### src/hw/rtl/slc_pkg.sv
// shared types and constants for the source line classifier
// used by slc_line_core and source_line_classifier_unit
package slc_pkg;

    localparam int MAX_LINE   = 500;
    localparam int COUNT_BITS = 24;
    localparam int LEN_BITS   = $clog2(MAX_LINE + 1);
    localparam int N_COUNTERS = 8;

    localparam logic [7:0] CH_NUL   = 8'd0;
    localparam logic [7:0] CH_TAB   = 8'd9;
    localparam logic [7:0] CH_LF    = 8'd10;
    localparam logic [7:0] CH_CR    = 8'd13;
    localparam logic [7:0] CH_SPACE = 8'd32;
    localparam logic [7:0] CH_STAR  = 8'd42;
    localparam logic [7:0] CH_SLASH = 8'd47;

    localparam int K_LINES        = 0;
    localparam int K_BYTES        = 1;
    localparam int K_BLANK        = 2;
    localparam int K_CODE         = 3;
    localparam int K_COMMENT      = 4;
    localparam int K_COMMENT_ONLY = 5;
    localparam int K_CODE_ONLY    = 6;
    localparam int K_BOTH         = 7;

    typedef logic [COUNT_BITS-1:0] t_cnt;
    typedef logic [LEN_BITS-1:0]   t_len;

    typedef struct packed {
        t_cnt [N_COUNTERS-1:0] cnt;
        t_len                  longest;
        logic                  block_open;
    } t_totals;

endpackage

### src/hw/rtl/slc_line_core.sv
// per-byte line state, comment tracking and saturating line counters
// depends on slc_pkg
module slc_line_core (
    input  logic            i_clk,
    input  logic            i_rst_n,
    input  logic            i_step,
    input  logic [7:0]      i_byte,
    input  logic            i_eof,
    output slc_pkg::t_totals o_totals
);
    import slc_pkg::*;

    typedef struct packed {
        logic code;
        logic comment;
        logic nonblank;
        logic eol;
        logic nul;
    } t_flags;

    typedef struct packed {
        logic   bc;
        t_flags f;
        logic   pair;
    } t_exam;

    function automatic t_exam examine(input logic [7:0] c, input logic [7:0] nxt,
                                      input logic has_next, input logic bc,
                                      input t_flags f);
        t_exam r;
        logic  blank;
        r.bc   = bc;
        r.f    = f;
        r.pair = 1'b0;
        blank  = (c == CH_TAB) || (c == CH_SPACE);
        if (bc) begin
            r.f.comment = 1'b1;
        end
        if (has_next) begin
            if (c == CH_SLASH && nxt == CH_STAR) begin
                r.bc        = 1'b1;
                r.f.comment = 1'b1;
                r.pair      = 1'b1;
            end
            if (c == CH_STAR && nxt == CH_SLASH) begin
                r.bc        = 1'b0;
                r.f.comment = 1'b1;
                r.pair      = 1'b1;
            end
            if (c == CH_SLASH && nxt == CH_SLASH) begin
                r.f.eol     = 1'b1;
                r.f.comment = 1'b1;
                r.pair      = 1'b1;
            end
        end
        if (!r.pair && !r.bc && !r.f.eol && !blank) begin
            r.f.code = 1'b1;
        end
        if (!blank) begin
            r.f.nonblank = 1'b1;
        end
        return r;
    endfunction

    function automatic t_cnt sat_add(input t_cnt v, input t_len amt);
        logic [COUNT_BITS:0] sum;
        sum = {1'b0, v} + (COUNT_BITS + 1)'(amt);
        return sum[COUNT_BITS] ? {COUNT_BITS{1'b1}} : sum[COUNT_BITS-1:0];
    endfunction

    logic                  r_bc, n_bc;
    logic [7:0]            r_held, n_held;
    logic                  r_held_v, n_held_v;
    t_len                  r_len, n_len;
    t_flags                r_flags, n_flags;
    t_cnt [N_COUNTERS-1:0] r_cnt, n_cnt;
    t_len                  r_max, n_max;

    t_exam s_ex;
    t_exam s_pair_ex;
    logic  s_code;
    logic  s_comment;

    always_comb begin
        s_ex = examine(r_held, CH_NUL, 1'b0, r_bc, r_flags);
        if (!r_held_v) begin
            s_ex = '{bc: r_bc, f: r_flags, pair: 1'b0};
        end
        s_pair_ex = examine(r_held, i_byte, 1'b1, r_bc, r_flags);
        s_code    = s_ex.f.code;
        s_comment = s_ex.f.comment;
    end

    always_comb begin
        n_bc     = r_bc;
        n_held   = r_held;
        n_held_v = r_held_v;
        n_len    = r_len;
        n_flags  = r_flags;
        n_cnt    = r_cnt;
        n_max    = r_max;
        if (i_step) begin
            if (i_eof) begin
                n_bc     = 1'b0;
                n_held   = '0;
                n_held_v = 1'b0;
                n_len    = '0;
                n_flags  = '0;
                n_cnt    = '0;
                n_max    = '0;
            end else if (r_len >= t_len'(MAX_LINE) || i_byte == CH_LF) begin
                // line ends: flush the held byte, then classify
                n_bc = s_ex.bc;
                n_cnt[K_LINES] = sat_add(r_cnt[K_LINES], t_len'(1));
                n_cnt[K_BYTES] = sat_add(r_cnt[K_BYTES], r_len);
                if (!s_ex.f.nonblank) begin
                    n_cnt[K_BLANK] = sat_add(r_cnt[K_BLANK], t_len'(1));
                end
                if (s_code) begin
                    n_cnt[K_CODE] = sat_add(r_cnt[K_CODE], t_len'(1));
                end
                if (s_comment) begin
                    n_cnt[K_COMMENT] = sat_add(r_cnt[K_COMMENT], t_len'(1));
                end
                if (s_code && s_comment) begin
                    n_cnt[K_BOTH] = sat_add(r_cnt[K_BOTH], t_len'(1));
                end
                if (s_code && !s_comment) begin
                    n_cnt[K_CODE_ONLY] = sat_add(r_cnt[K_CODE_ONLY], t_len'(1));
                end
                if (!s_code && s_comment) begin
                    n_cnt[K_COMMENT_ONLY] = sat_add(r_cnt[K_COMMENT_ONLY], t_len'(1));
                end
                if (r_len > r_max) begin
                    n_max = r_len;
                end
                n_held   = '0;
                n_held_v = 1'b0;
                n_len    = '0;
                n_flags  = '0;
            end else if (i_byte == CH_CR || r_flags.nul) begin
                n_len = r_len;
            end else if (i_byte == CH_NUL) begin
                n_flags.nul = 1'b1;
            end else begin
                if (r_held_v) begin
                    n_bc    = s_pair_ex.bc;
                    n_flags = s_pair_ex.f;
                    if (s_pair_ex.pair) begin
                        n_held   = '0;
                        n_held_v = 1'b0;
                    end else begin
                        n_held = i_byte;
                    end
                end else begin
                    n_held   = i_byte;
                    n_held_v = 1'b1;
                end
                n_len = r_len + t_len'(1);
            end
        end
    end

    always_ff @(posedge i_clk) begin
        if (!i_rst_n) begin
            r_bc     <= 1'b0;
            r_held   <= '0;
            r_held_v <= 1'b0;
            r_len    <= '0;
            r_flags  <= '0;
            r_cnt    <= '0;
            r_max    <= '0;
        end else begin
            r_bc     <= n_bc;
            r_held   <= n_held;
            r_held_v <= n_held_v;
            r_len    <= n_len;
            r_flags  <= n_flags;
            r_cnt    <= n_cnt;
            r_max    <= n_max;
        end
    end

    assign o_totals.cnt        = r_cnt;
    assign o_totals.longest    = r_max;
    assign o_totals.block_open = r_bc;

endmodule

### src/hw/rtl/source_line_classifier_unit.sv
// source line classifier top level: input register, line core, result register
// request path: input register, line core, then result register for end-of-file totals
// throughput: one request per cycle when not stalled, the line core updating on each step
// only an end-of-file request with an untaken result waiting stalls the input side
// reset (synchronous, active low) clears all counters, line state and both valid bits
module source_line_classifier_unit (
    input  logic                   i_clk,
    input  logic                   i_rst_n,
    input  logic                   i_in_valid,
    output logic                   o_in_ready,
    input  logic [7:0]             i_byte_value,
    input  logic                   i_end_of_file,
    output logic                   o_out_valid,
    input  logic                   i_out_ready,
    output slc_pkg::t_cnt          o_line_total,
    output slc_pkg::t_cnt          o_byte_total,
    output slc_pkg::t_cnt          o_blank_lines,
    output slc_pkg::t_cnt          o_code_lines,
    output slc_pkg::t_cnt          o_comment_lines,
    output slc_pkg::t_cnt          o_comment_only_lines,
    output slc_pkg::t_cnt          o_code_only_lines,
    output slc_pkg::t_cnt          o_code_and_comment_lines,
    output slc_pkg::t_len          o_longest_line,
    output logic                   o_block_comment_open
);
    import slc_pkg::*;

    logic       r_in_valid;
    logic [7:0] r_in_byte;
    logic       r_in_eof;
    logic       r_out_valid;
    t_totals    r_out;
    t_totals    s_totals;
    logic       s_go;

    assign s_go       = r_in_valid && (!r_in_eof || !r_out_valid || i_out_ready);
    assign o_in_ready = !r_in_valid || s_go;

    always_ff @(posedge i_clk) begin
        if (!i_rst_n) begin
            r_in_valid <= 1'b0;
        end else if (o_in_ready) begin
            r_in_valid <= i_in_valid;
        end
    end

    always_ff @(posedge i_clk) begin
        if (i_in_valid && o_in_ready) begin
            r_in_byte <= i_byte_value;
            r_in_eof  <= i_end_of_file;
        end
    end

    slc_line_core u_core (
        .i_clk    (i_clk),
        .i_rst_n  (i_rst_n),
        .i_step   (s_go),
        .i_byte   (r_in_byte),
        .i_eof    (r_in_eof),
        .o_totals (s_totals)
    );

    always_ff @(posedge i_clk) begin
        if (!i_rst_n) begin
            r_out_valid <= 1'b0;
        end else if (s_go && r_in_eof) begin
            r_out_valid <= 1'b1;
        end else if (i_out_ready) begin
            r_out_valid <= 1'b0;
        end
    end

    always_ff @(posedge i_clk) begin
        if (s_go && r_in_eof) begin
            r_out <= s_totals;
        end
    end

    assign o_out_valid              = r_out_valid;
    assign o_line_total             = r_out.cnt[K_LINES];
    assign o_byte_total             = r_out.cnt[K_BYTES];
    assign o_blank_lines            = r_out.cnt[K_BLANK];
    assign o_code_lines             = r_out.cnt[K_CODE];
    assign o_comment_lines          = r_out.cnt[K_COMMENT];
    assign o_comment_only_lines     = r_out.cnt[K_COMMENT_ONLY];
    assign o_code_only_lines        = r_out.cnt[K_CODE_ONLY];
    assign o_code_and_comment_lines = r_out.cnt[K_BOTH];
    assign o_longest_line           = r_out.longest;
    assign o_block_comment_open     = r_out.block_open;

    a_eof_clears: assert property (@(posedge i_clk) disable iff (!i_rst_n)
        (s_go && r_in_eof) |=> (o_out_valid && s_totals.cnt[K_LINES] == '0
                                && s_totals.longest == '0 && !s_totals.block_open))
        else $error("end of file did not publish and clear");

    a_stall_cause: assert property (@(posedge i_clk) disable iff (!i_rst_n)
        !o_in_ready |-> (r_in_valid && r_in_eof && r_out_valid && !i_out_ready))
        else $error("input stalled without a waiting result");

    a_longest_bound: assert property (@(posedge i_clk) disable iff (!i_rst_n)
        s_totals.longest <= t_len'(MAX_LINE))
        else $error("longest line beyond cut length");

endmodule

### config.mk
export PLATFORM = sky130hd
export DESIGN_NAME = source_line_classifier_unit
export DESIGN_NICKNAME = d
export VERILOG_FILES = /design/src/hw/rtl/slc_pkg.sv /design/src/hw/rtl/slc_line_core.sv /design/src/hw/rtl/source_line_classifier_unit.sv
export SDC_FILE = /design/constraint.sdc
export NUM_CORES = 1
export LEC_CHECK = 0
export BUFFER_PORTS_ARGS = -buffer_cell sky130_fd_sc_hd__buf_2
export CAP_MARGIN = 20
export CORE_MARGIN = 2
export CORE_UTILIZATION = 30
export DETAILED_ROUTE_END_ITERATION = 8
export PLACE_DENSITY = 0.46
export SLEW_MARGIN = 20
export SYNTH_ARGS = -nofsm -noshare
export SYNTH_HDL_FRONTEND = slang
export SYNTH_SLANG_ARGS = --single-unit
### constraint.sdc
create_clock -name i_clk -period 10.35 [get_ports i_clk]
set_input_delay 2.07 -clock i_clk [delete_from_list [all_inputs] [get_ports i_clk]]
set_output_delay 2.07 -clock i_clk [all_outputs]
set_load 0.03 [all_outputs]
==> impl_metrics.csv <==
group,metric,value,unit
placement,gp_congestion,0.8026,
setup_path,crit_path_max_fanout,4,
yosys,synth-seq-cells,438,
setup_path,crit_path_max_incr_delay,280,ps
yosys,syn_nets,1949,
clock_network,cts.clk_slew.worst_paths,60,ps
die,die_h,256.0,um
clock_network,clk_latency,590,ps
pwr,p_leak,8.407,nW
detailed_routing,firstDrtPassIters,8,
cells_and_area,layout_common_cells,"o21ai_0, dfxtp_1, buf_2, edfxtp_1, a21oi_1",
global_route,overflow,0,
detailed_routing,wl,53600,um
die,io-pin-count,217,
setup_path,reg2reg_from,"r_in_eof",
setup_path,criticalPathCategory,"in2out",
hold_path,worstHoldPathCells,0,
setup_path,cp_num_buf_inv,2,
die,row_count,92,
sta,slew_violations,0,
yosys,synth_edf_count,211,
setup_path,cpMostUsedCell,"buf_2",
placement,port_buffers,216,
clock_network,root_buffer,"clkbuf_16",
yosys,synthFlopType,"dfxtp_1",
hold_path,min_from,"u_core.o_totals[98]",
sta,timing_hold_violations_final,0,
yosys,yosys_warnings,0,
detailed_routing,remaining_drc_errors,0,
clock_network,cts_resized,0,
clock_network,cts_tree,"built",
cells_and_area,drive_gt1_share,16.64,%
global_route,grt_pass1_vias,14470,
global_route,grt_max_degree,151,
global_route,antenna_found_initial,4,
pwr,powerDensity,165.3,nW/um^2
setup_path,cpMaxStageDelayCell,"nor2b_1",
sta,period_minus_slack,4954,ps
cells_and_area,area_delta_synth_final,19.21,%
sta,min_period_over_period,47.87,%
hold_path,hold_end,"o_code_lines[16]",
pwr,irDropWorstVdd,0.1120,mV
placement,hpwl,35570,um
setup_path,r2r-end,"u_core.o_totals[194]",
cells_and_area,fin_nets,2140,
clock_network,cts_buffers,50,
yosys,yosys.area.top_type_share,33.25,%
clock_network,cts_sinks,438,
clock_network,clockBufferDepth,3,
die,floorplan.initialDensity,30.26,%
sta,tightest_slew,1097,ps
setup_path,crit_family,"simple AND/OR/NAND/NOR gates",
setup_path,r2r_setup_slack,6610,ps
setup_path,critPathLaunchType,"input pin",
die,core,62970,sq um
sta,setup_viol,0,
yosys,synth_top_area_cell,"edfxtp_1",
sta,slew_headroom,26.83,%
setup_path,path_depth,4,
setup_path,cp.arrival,2880,ps
cells_and_area,finalCoreUtilization,36.08,%
clock_network,cts_setup_buffers,0,
sta,clock_skew,8.490,ps
die,die_w,256.0,um
sta,rsz0062_at_grt,"false",
detailed_routing,routed-via-count,15530,
yosys,synthArstFlopShare,0,%
detailed_routing,initialDrtViolationCount,1055,
clock_network,cts_max_level,2,
sta,fmax,201.8,MHz
placement,dp_slack,5344,ps
run,maxCapViolCount,0,
yosys,synthTopCellsByArea,"edfxtp_1, dfxtp_1, o21ai_0",
cells_and_area,final_common_cell,"o21ai_0",
global_route,grtUsageTotal,15.80,%
hold_path,min_path_type,"reg2reg",
run_status,outcome,"completed",
yosys,seq_area_frac_synth,57.10,%
die,dieArea,65550,sq um
detailed_routing,wire_per_inst,17.95,um
yosys,ys_types,75,
global_route,grt_pass1_wl,83950,um
clock_network,postCtsHoldBufs,0,
detailed_routing,viasPerCell,5.199,
detailed_routing,ant_nets,0,
sta,setup_tns,0,ps
setup_path,crit_path_end_kind,"output pin",
sta,setup_ws,5396,ps
yosys,syn_inst,1908,
yosys,synth_area,19060,sq um
yosys,syn_area_per_cell,9.987,sq um
setup_path,worstPathCellList,"buf_2 -> nor2b_1 -> nand3_1 -> buf_2",
setup_path,cp_data_required_time,8280,ps
setup_path,r2r_cells,7,
final cells by class:
type | count | area, sq um
diodes | 1 | 2.502
clock buffers | 74 | 1413
clock inverters | 19 | 257.7
fillers | 6349 | 40250
inverters | 63 | 249.0
multi-input cells | 1310 | 7624
flip-flops and latches | 438 | 10880
well taps | 846 | 1059
repair buffers | 236 | 1231
state kept, by name (all words and copies together) (netlist names), 8 cells and up:
register                  cells
o_longest_line                9
o_code_only_lines            24
o_blank_lines                24
u_core.o_totals             192
u_core.r_held                 8
o_line_total                 24
u_core.r_max                  9
u_core.r_len                  9
o_code_lines                 24
r_in_byte                     8
o_comment_lines              24
o_byte_total                 24
o_code_and_comment_lines     24
o_comment_only_lines         24
cells in the mapped netlist, drive strengths merged (29+ instances only):
cell type and n:
and3 36, inv 63, a31oi 30, o21ai 262, clkbuf 71, edfxtp 211, nor3 76, a21oi 142
nand4 29, nand2 137, dfxtp 227, a21o 38, nor2 130, nand3 97, a22o 59
report_power, final:
part	internal, mW	switching (mW)	total, mW
Clock	1.09	0.711	1.80
Sequential	1.82	0.0103	1.83
Combinational	0.0270	0.0899	0.117
Total	2.94	0.812	3.76
routing by layer:
layer  up-vias  track usage [%]  routed length, um
met5         -                0                 37
met4         6            4.613               1269
met3        91            3.179               2735
met2       384            24.85              24090
met1      7497            21.94              25470
li1       7551                -                  -
worst reg2reg max path: stages (launching register included):
cell and delay, ps:
edfxtp_1 950, nand3b_1 180, and2_1 260, nand2_1 230, clkinv_8 590, a21oi_1 1050
nor2_1 110, o221a_2 270
per-stage QoR:
stage                     hold slack, ps  instance area [sq um]  power (mW)  cells
after floorplan                    406.4                  19060       1.950   1908
after global placement             454.7                  21010       1.988   2893
after detailed placement           452.1                  21030       1.989   2893
after CTS                          471.2                  22700       3.814   2986
after global routing               486.6                  22710       3.894   2986
final                              465.6                  22720       3.756   2987
worst max-delay path by stage:
| stage | start | to | slack, ps |
|---|---|---|---|
| after floorplan | i_out_ready | u_core.o_totals[183] | 3020 |
| after global placement | i_out_ready | u_core.r_bc | 5370 |
| after detailed placement | i_out_ready | u_core.r_bc | 5340 |
| after CTS | i_out_ready | o_in_ready | 5410 |
| after global routing | i_out_ready | o_in_ready | 5350 |
| final | i_out_ready | o_in_ready | 5400 |
cells by family (layout without fill, tap and decap cells):
kind of cell	Yosys count	in the layout	share of synthesized area, %
AOI/OAI and AO/OA	638	638	20.46
and+or+nand+nor	633	633	16.70
DFF	438	438	57.10
buffers and inverters	160	392	3.355
adders and majority gates	28	28	1.878
xor gates and xnor gates	10	10	0.4597
muxes	1	1	0.05253
other	0	1	0
Power figures use the tool's default switching activity.
